### src/rtl/lqmq_pkg.sv
// Package for the linear queue with maximum query.
// Holds widths, mode and status codes, and the controller/datapath structs.
// No dependencies.
package lqmq_pkg;

  localparam int DATA_W        = 32;
  localparam int COUNT_W       = 8;
  localparam int DEPTH_DEFAULT = 128;

  // Request modes
  localparam logic MODE_PUSH = 1'b0;
  localparam logic MODE_POP  = 1'b1;

  // Result status codes
  typedef enum logic [1:0] {
    ST_DONE  = 2'd0,
    ST_FULL  = 2'd1,
    ST_EMPTY = 2'd2
  } status_t;

  // Commands from controller to datapath
  typedef struct packed {
    logic accept;     // request item taken this cycle
    logic pop_load;   // capture popped entry, retire head
    logic load_scan;  // set up scan pointer, count and max
    logic issue;      // read store at scan pointer
    logic load_out;   // move result into the output register
  } cmd_t;

  // Status from datapath to controller
  typedef struct packed {
    logic nonempty;
    logic ptr_at_tail;
    logic out_free;
  } sts_t;

endpackage

### src/rtl/lqmq_ctrl.sv
// Controller state machine for the linear queue with maximum query.
// Sequences accept, pop read, max scan and result hand-off. Depends on lqmq_pkg.
module lqmq_ctrl (
  input  logic          clk,
  input  logic          rst,
  input  logic          req_valid,
  input  logic          req_pop,
  output logic          req_ready,
  input  lqmq_pkg::sts_t sts,
  output lqmq_pkg::cmd_t cmd
);
  import lqmq_pkg::*;

  typedef enum logic [2:0] {
    S_IDLE,
    S_POP,
    S_LOAD,
    S_SCAN,
    S_DRAIN,
    S_DONE
  } state_t;

  state_t state;
  state_t state_next;

  assign req_ready = (state == S_IDLE);

  // Decode commands and next state
  always_comb begin
    cmd        = '0;
    state_next = state;
    case (state)
      S_IDLE: begin
        if (req_valid) begin
          cmd.accept = 1'b1;
          state_next = (req_pop && sts.nonempty) ? S_POP : S_LOAD;
        end
      end
      S_POP: begin
        cmd.pop_load = 1'b1;
        state_next   = S_LOAD;
      end
      S_LOAD: begin
        cmd.load_scan = 1'b1;
        state_next    = sts.nonempty ? S_SCAN : S_DONE;
      end
      S_SCAN: begin
        cmd.issue = 1'b1;
        if (sts.ptr_at_tail) begin
          state_next = S_DRAIN;
        end
      end
      S_DRAIN: begin
        state_next = S_DONE;
      end
      S_DONE: begin
        if (sts.out_free) begin
          cmd.load_out = 1'b1;
          state_next   = S_IDLE;
        end
      end
      default: begin
        state_next = S_IDLE;
      end
    endcase
  end

  // Hold state
  always_ff @(posedge clk) begin
    if (rst) begin
      state <= S_IDLE;
    end else begin
      state <= state_next;
    end
  end

endmodule

### config.mk
export PLATFORM = sky130hd
export DESIGN_NAME = lqmq_ctrl
export DESIGN_NICKNAME = d
export VERILOG_FILES = /design/src/rtl/lqmq_pkg.sv /design/src/rtl/lqmq_ctrl.sv
export SDC_FILE = /design/constraint.sdc
export NUM_CORES = 1
export LEC_CHECK = 0
export BUFFER_PORTS_ARGS = -buffer_cell sky130_fd_sc_hd__buf_2
export CAP_MARGIN = 20
export CORE_AREA = 2 2 39 41
export DETAILED_ROUTE_END_ITERATION = 10
export DIE_AREA = 0 0 41 43
export PLACE_DENSITY = 0.49
export RECOVER_POWER = 100
export SYNTH_ARGS = -nofsm -noshare
export SYNTH_HDL_FRONTEND = slang
export SYNTH_SLANG_ARGS = --single-unit
### constraint.sdc
create_clock -name clk -period 1.6 [get_ports clk]
set_input_delay 0.16 -clock clk [delete_from_list [all_inputs] [get_ports clk]]
set_output_delay 0.16 -clock clk [all_outputs]
set_load 0.02 [all_outputs]
==> results_dict.tcl, run 1 <==
set metrics [dict create \
    largest_reg_flops 3 \
    core_um2 1380 \
    combPwrFrac_pct 46.6 \
    synthCells 31 \
    area_growth_pct 28.3 \
    cts_hold_buf 0 \
    hp-class "input pin to flop" \
    reg2reg_from "state[1]" \
    slowest_delay_ns 0.62 \
    final_common_cell "buf_2" \
    post-route-util_pct 27.5 \
    ys_seq_area_share_pct 20.3 \
    reg2reg_slack_ns 0.28 \
    dp_hpwl_um 461 \
    viasPerCell 4.57 \
    portBuffers 12 \
    period_share_pct 92.2 \
    ir_worst_vdd_v 0.000820 \
    path_clk_slew_ns 0.04 \
    fmax_mhz 678 \
    status "finished clean" \
    rsz0062_at_grt "no" \
    cp.arrival_ns 1.32 \
    p_sw_share_pct 42.9 \
    final_net_count 53 \
    seqPwrFrac_pct 29.2 \
    drc 0 \
    critPathBufInv 1 \
    cp.required_ns 1.44 \
    antenna_found_initial 0 \
    ctsHtreeMaxLevel 1 \
    layout_common_cells "buf_2 (6), clkbuf_2 (5), a21oi_1 (3), clkbuf_4 (3), dfxtp_1 (3)" \
    wl_um 622 \
    p_leak_nw 0.161 \
    std_cell_rows 14 \
    syn-cell-area_um2 297 \
    die_w_um 41 \
    cp_cell_sequence "nor3_1 > and2_1 > clkbuf_2" \
    ant_nets 0 \
    tritoncts "yes" \
    cts_root_buffer "clkbuf_4" \
    postCtsSetupRepairBufs 0 \
    synthFlopType "dfxtp_1" \
    ys_types 22 \
    grt_pass1_wl_mm 1.04 \
    crit_start "state[2]" \
    num_vias 279 \
    ys_warn_count 0 \
    slew_headroom_pct 67.1 \
    num_antenna_cells 0 \
    finalHoldViolCount 0 \
    fill_cells 157 \
    p_int_mw 0.312 \
    period_needed_ns 1.48 \
    syn_avg_cell_area_um2 9.57 \
    regMostFlops "state" \
    end_kind "output pin" \
    clock-skew-final_ns 0.00136 \
    clockPowerShare_pct 24.2 \
    p_sw_mw 0.235 \
    setup_violations 0 \
    initial_core_util_pct 21.4 \
    critPathKind "flop to output pin" \
    cp.depth 3 \
    worst_slew_pin_slew_ns 0.493 \
    place_congestion 0.692 \
    r2r_end "state[0]" \
    ys_ff_latch 3 \
    grt_remaining_overflow 0 \
    cts_inserted_buffers 3 \
    grt_pass1_vias 247 \
    clockBufferDepth 2 \
    power_mw 0.546 \
    slew_viol_final 0 \
    wl_per_cell_um 10.2 \
    largestRegisters "state x3" \
    synth_edf_count 0 \
    cap_violations 0 \
    critical_path.top_delay_family "flip-flops" \
    fp.dieH_um 43 \
    endpoint "cmd[4]" \
    reg2reg_depth 3 \
    initialDrtViolationCount 5 \
    tns_ns 0 \
    cp_max_fo 15 \
    async_reset_ff_share_pct 0 \
    cp-start-kind "flop" \
    synth_nets 38 \
    worstSkewPairLatency_ns 0.23 \
    grt_max_degree 16 \
    grt_usage_pct 8.92 \
    cts.sinks 3 \
    drive_above_1_share_pct 42.2 \
    ctsResizeCount 0 \
    io_pins 13 \
    firstDrtPassIters 4 \
    powerDensity_nw_per_um2 1440 \
    die_area_um2 1760 \
    slowest_stage "dfxtp_1" \
]
[through the flow]
step	hold WS [ns]	area (um^2)	setup slack [ns]	std cells
after floorplan	0.225	297	0.0505	31
after global placement	0.369	360	0.270	57
after detailed placement	0.370	360	0.258	57
after CTS	0.121	387	0.120	61
after global routing	0.107	380	0.0358	61
final	0.123	380	0.125	61
[worst reg2reg max path, stage by stage (launching register included)]
cell      delay, ns
dfxtp_1        0.60
nor4bb_1       0.33
nor3_2         0.09
a211oi_1       0.21
[layer usage]
metal / track usage, % / up-vias / share of wire (%)
met5: 0 / - / 0
met2: 10.6 / 7 / 46
met4: 6.00 / 0 / 0
met1: 11.8 / 122 / 49
li1: - / 150 / -
met3: 4.71 / 0 / 4.8
[cells by family (layout without fill, tap and decap cells)]
family,after synthesis,count (layout),share of synthesized area (%)
simple gates,17,17,49.8
compound gates,8,8,21.9
flops,3,3,20.3
buf+inv,3,17,8.02
[worst min path at each step]
stage	startpoint	to	slack (ns)	cells after the start
final	rst	state[1]	0.12	2
after global routing	rst	state[1]	0.11	2
after CTS	rst	state[1]	0.12	2
after detailed placement	rst	state[1]	0.37	2
after global placement	rst	state[1]	0.37	2
after floorplan	rst	state[1]	0.22	1
[cell usage after synthesis (2+ instances only)]
library cell  n  area, um^2
dfxtp_1       3        60.1
nor4bb_1      2        20.0
nor3b_1       2        15.0
a21oi_1       3        15.0
nand2b_1      2        12.5
a211o_1       2        17.5
a211oi_2      2        25.0
[power by group through the flow]
stage | sequential, mW | combinational (mW) | clock (mW)
after floorplan | 0.122 | 0.248 | 0
after detailed placement | 0.162 | 0.266 | 0
after global routing | 0.168 | 0.279 | 0.155
final | 0.160 | 0.255 | 0.132
after global placement | 0.163 | 0.266 | 0
after CTS | 0.160 | 0.267 | 0.141
[cell type report]
| cell class | instances | area (um^2) | share of cell area [%] |
|---|---|---|---|
| Clock buffer | 4 | 26.3 | 6.91 |
| Multi-Input combinational cell | 25 | 208 | 54.6 |
| Sequential cell | 3 | 60.1 | 15.8 |
| Tap cell | 16 | 20.0 | 5.26 |
| Timing Repair Buffer | 13 | 66.3 | 17.4 |
Note: power is estimated with default switching activity, not from simulation.
==> inputs of run 2 (changes only) <==
clock period = 1.5 ns   (was 1.6 ns; I/O delays follow)
==> results_dict.tcl, run 2 (synthesis results as in run 1) <==
set metrics [dict create \
    cp.arrival_ns 1.25 \
    ir_worst_vdd_v 0.000416 \
    grt_pass1_vias 276 \
    initialDrtViolationCount 7 \
    largestRegisters "state x3" \
    final_cells 61 \
    slew_headroom_pct 76.5 \
    combPwrFrac_pct 46.7 \
    portBuffers 12 \
    cp-start-kind "flop" \
    fp.dieH_um 43 \
    drive_above_1_share_pct 44.4 \
    fmax_mhz 714 \
    std_cell_rows 14 \
    final-seq-area_um2 62.6 \
    reg2reg_from "state[0]" \
    p_leak_nw 0.155 \
    period_share_pct 93.4 \
    largest_reg_flops 3 \
    slew_viol_final 0 \
    initial_core_util_pct 21.4 \
    final_net_count 53 \
    p_sw_share_pct 43.1 \
    fill_cells 151 \
    critPathKind "flop to output pin" \
    wl_um 636 \
    grt_usage_pct 9.11 \
    worst_slew_pin_slew_ns 0.349 \
    viasPerCell 4.77 \
    regMostFlops "state" \
    die_w_um 41 \
    layout_common_cells "buf_2 (8), clkbuf_1 (4), a21oi_1 (3), clkbuf_4 (3)" \
    ant_nets 0 \
    grt_max_degree 16 \
    period_needed_ns 1.40 \
    rsz0062_at_grt "no" \
    reg2reg_depth 4 \
    placed_cells 57 \
    num_vias 291 \
    cp.required_ns 1.35 \
    antenna_found_initial 0 \
    cts_hold_buf 0 \
    clockPowerShare_pct 23.9 \
    place_congestion 0.635 \
    postLayoutCellArea_um2 385 \
    setup_violations 0 \
    path_clk_slew_ns 0.04 \
    p_int_mw 0.337 \
    reg2reg_slack_ns 0.15 \
    fin_ws_ns 0.0986 \
    cts_inserted_buffers 3 \
    grt_remaining_overflow 0 \
    wl_per_cell_um 10.4 \
    r2r_end "state[1]" \
    cp.depth 4 \
    firstDrtPassIters 3 \
    cts_root_buffer "clkbuf_4" \
    io_pins 13 \
    critPathBufInv 2 \
    p_sw_mw 0.256 \
    num_antenna_cells 0 \
    slowest_stage "dfxtp_1" \
    area_growth_pct 30.0 \
    grt_pass1_wl_mm 1.10 \
    hp-class "input pin to flop" \
    final_common_cell "buf_2" \
    multiInputGateArea_um2 213 \
    clockBufferDepth 2 \
    cts.sinks 3 \
    critical_path.top_delay_family "flip-flops" \
    end_kind "output pin" \
    dp_hpwl_um 464 \
    clock-skew-final_ns 0.00365 \
    tritoncts "yes" \
    endpoint "cmd[4]" \
    cap_violations 0 \
    ctsHtreeMaxLevel 1 \
    core_um2 1380 \
    status "finished clean" \
    worstSkewPairLatency_ns 0.23 \
    powerDensity_nw_per_um2 1540 \
    cp_max_fo 10 \
    tns_ns 0 \
    dpl_worst_slack_ns 0.148 \
    crit_start "state[0]" \
    drc 0 \
    die_area_um2 1760 \
    post_dp_cell_area_um2 365 \
    slowest_delay_ns 0.47 \
    seqPwrFrac_pct 29.4 \
    finalHoldViolCount 0 \
    cp_cell_sequence "buf_4 > nor3_2 > and2_0 > buf_2" \
]
-- run 2: area by class of cell --
class / count / share of cell area [%]
clock buffer: 4 / 6.82
multi-input combinational: 25 / 55.2
sequential: 3 / 16.2
tap: 16 / 5.19
timing repair buffer: 13 / 16.6
-- run 2: metrics by stage --
step / power [mW] / utilization [%] / hold slack [ns]
final: 0.593 / 27.8 / 0.111
after global routing: 0.641 / 27.8 / 0.129
after CTS: 0.609 / 28.3 / 0.113
after detailed placement: 0.461 / 26.4 / 0.362
after global placement: 0.462 / 26.4 / 0.362
after floorplan: 0.401 / - / 0.215
-- run 2: worst min-delay path by stage --
stage          startpoint  endpoint  slack, ns  depth (start not counted)
2_1_floorplan         rst  state[1]       0.21                          1
4_1_cts               rst  state[1]       0.11                          2
6_report              rst  state[1]       0.11                          2
3_5_place_dp          rst  state[1]       0.36                          2
3_3_place_gp          rst  state[1]       0.36                          2
5_1_grt               rst  state[1]       0.13                          2
-- run 2: worst reg2reg max path: stages, from the launching register on --
cell      delay [ns]
dfxtp_1         0.38
buf_4           0.19
and4bb_2        0.21
nor3_1          0.32
a211oi_2        0.11
-- run 2: power groups by stage --
stage	clock [mW]	combinational, mW	sequential [mW]
floorplan	0	0.271	0.130
global placement	0	0.290	0.172
detailed placement	0	0.290	0.170
CTS	0.148	0.291	0.170
global route	0.153	0.305	0.183
finish	0.142	0.277	0.174
-- run 2: metal layers --
metal / global-route usage (%) / share of wire, % / vias to the layer above / wire (um)
li1: - / - / 153 / -
met1: 11.8 / 48 / 130 / 306
met2: 12.2 / 46 / 8 / 290
met3: 3.14 / 6.0 / 0 / 38
met4: 6.00 / 0 / 0 / 0
met5: 0 / 0 / - / 0
-- run 2: repair_timing --
item / in CTS / in global routing
buffers inserted: 0 / 0
resized for setup: 0 / 2
endpoints found under the setup margin: 0 / 3
==> inputs of run 3 (changes only) <==
CELL_PAD_IN_SITES_DETAIL_PLACEMENT = 1   (was unset)
CELL_PAD_IN_SITES_GLOBAL_PLACEMENT = 2   (was unset)
PLACE_DENSITY = 0.73   (was 0.49)
==> results_dict.tcl, run 3 (synthesis results as in run 1) <==
set metrics [dict create \
    worst_slew_pin_slew_ns 0.390 \
    firstDrtPassIters 4 \
    period_needed_ns 1.39 \
    tritoncts "yes" \
    clock-skew-final_ns 0.00139 \
    fmax_mhz 721 \
    ir_worst_vdd_v 0.000562 \
    viasPerCell 5.06 \
    end_kind "output pin" \
    setup_violations 0 \
    path_clk_slew_ns 0.04 \
    initial_core_util_pct 21.4 \
    worstSkewPairLatency_ns 0.24 \
    ant_nets 0 \
    core_um2 1380 \
    layout_common_cells "buf_2 (8), clkbuf_1 (5), a21oi_1 (3), clkbuf_4 (3), dfxtp_2 (3)" \
    drc 0 \
    portBuffers 12 \
    p_int_mw 0.345 \
    postCtsSetupRepairBufs 0 \
    fp.dieH_um 43 \
    cts_inserted_buffers 3 \
    regMostFlops "state" \
    cts.sinks 3 \
    placed_cells 58 \
    wl_per_cell_um 13.2 \
    num_antenna_cells 0 \
    io_pins 13 \
    largest_reg_flops 3 \
    cap_violations 0 \
    reg2reg_from "state[1]" \
    combPwrFrac_pct 47.9 \
    p_sw_mw 0.266 \
    antenna_found_initial 0 \
    hp-class "input pin to flop" \
    period_share_pct 92.4 \
    clockBufferDepth 2 \
    grt_max_degree 16 \
    reg2reg_depth 4 \
    post-route-util_pct 28.1 \
    cp.arrival_ns 1.24 \
    area_growth_pct 31.2 \
    p_leak_nw 0.158 \
    largestRegisters "state x3" \
    powerDensity_nw_per_um2 1570 \
    final_common_cell "buf_2" \
    timing.hold.ws_ns 0.114 \
    ctsHtreeMaxLevel 1 \
    std_cell_rows 14 \
    crit_start "state[1]" \
    seqPwrFrac_pct 27.8 \
    grt_usage_pct 13.0 \
    slew_viol_final 0 \
    critPathKind "flop to output pin" \
    grt_pass1_wl_mm 1.46 \
    die_w_um 41 \
    cp.required_ns 1.35 \
    num_vias 314 \
    cp-start-kind "flop" \
    final_cells 62 \
    place_congestion 0.679 \
    min_delay_path_depth 2 \
    final_net_count 54 \
    holdCritStartpoint "rst" \
    grt_pass1_vias 328 \
    status "finished clean" \
    cts_hold_buf 0 \
    wl_um 821 \
    die_area_um2 1760 \
    cp_max_fo 13 \
    rsz0062_at_grt "no" \
    tns_ns 0 \
    cts_root_buffer "clkbuf_4" \
    finalHoldViolCount 0 \
    slew_headroom_pct 73.8 \
    dp_hpwl_um 582 \
    grt_remaining_overflow 0 \
    clockPowerShare_pct 24.2 \
    p_sw_share_pct 43.5 \
    drive_above_1_share_pct 47.8 \
    power_mw 0.611 \
    initialDrtViolationCount 4 \
]
==> run 3: power groups by stage <==
stage | Combinational [mW] | Clock (mW) | Sequential [mW]
detailed placement | 0.313 | 0 | 0.168
finish | 0.293 | 0.148 | 0.170
CTS | 0.316 | 0.156 | 0.170
global route | 0.325 | 0.161 | 0.181
floorplan | 0.271 | 0 | 0.130
global placement | 0.307 | 0 | 0.166
==> run 3: repair_timing <==
| item | 4_1_cts | 5_1_grt |
|---|---|---|
| setup endpoints to repair | 1 | 2 |
| gates resized for setup | 1 | 2 |
| pin swaps | 0 | 0 |
==> run 3: final timing paths <==
path	end	slack [ns]
worst min-delay path	state[1]	0.11
worst max register to register	state[1]	0.16
worst min register to register	state[2]	0.58
worst max-delay path	cmd[4]	0.11
==> run 3: stage by stage <==
step,setup slack (ns),instance area [um^2]
finish,0.114,389
global route,0.00767,389
CTS,0.0201,400
detailed placement,0.169,373
global placement,0.208,373
floorplan,0.167,302
==> run 3: routing by layer <==
layer / part of all wire (%) / track usage [%] / vias to the layer above / wire length, um
li1: - / - / 154 / -
met1: 44 / 14.7 / 148 / 358
met2: 47 / 17.8 / 8 / 384
met3: 5.5 / 6.28 / 4 / 45
met4: 3.9 / 10.0 / 0 / 32
met5: 0 / 0 / - / 0
==> run 3: cell type report <==
type,instances,area [um^2]
Clock buffer,4,26.3
Timing Repair Buffer,14,70.1
Multi-Input combinational cell,25,209
Tap cell,16,20.0
Fill cell,180,995
Sequential cell,3,63.8
==> run 3: worst max-delay path, cell delays in order (launching register included) <==
cell	delay [ns]
dfxtp_2	0.37
buf_4	0.17
nor3_2	0.16
and2_1	0.14
buf_2	0.15
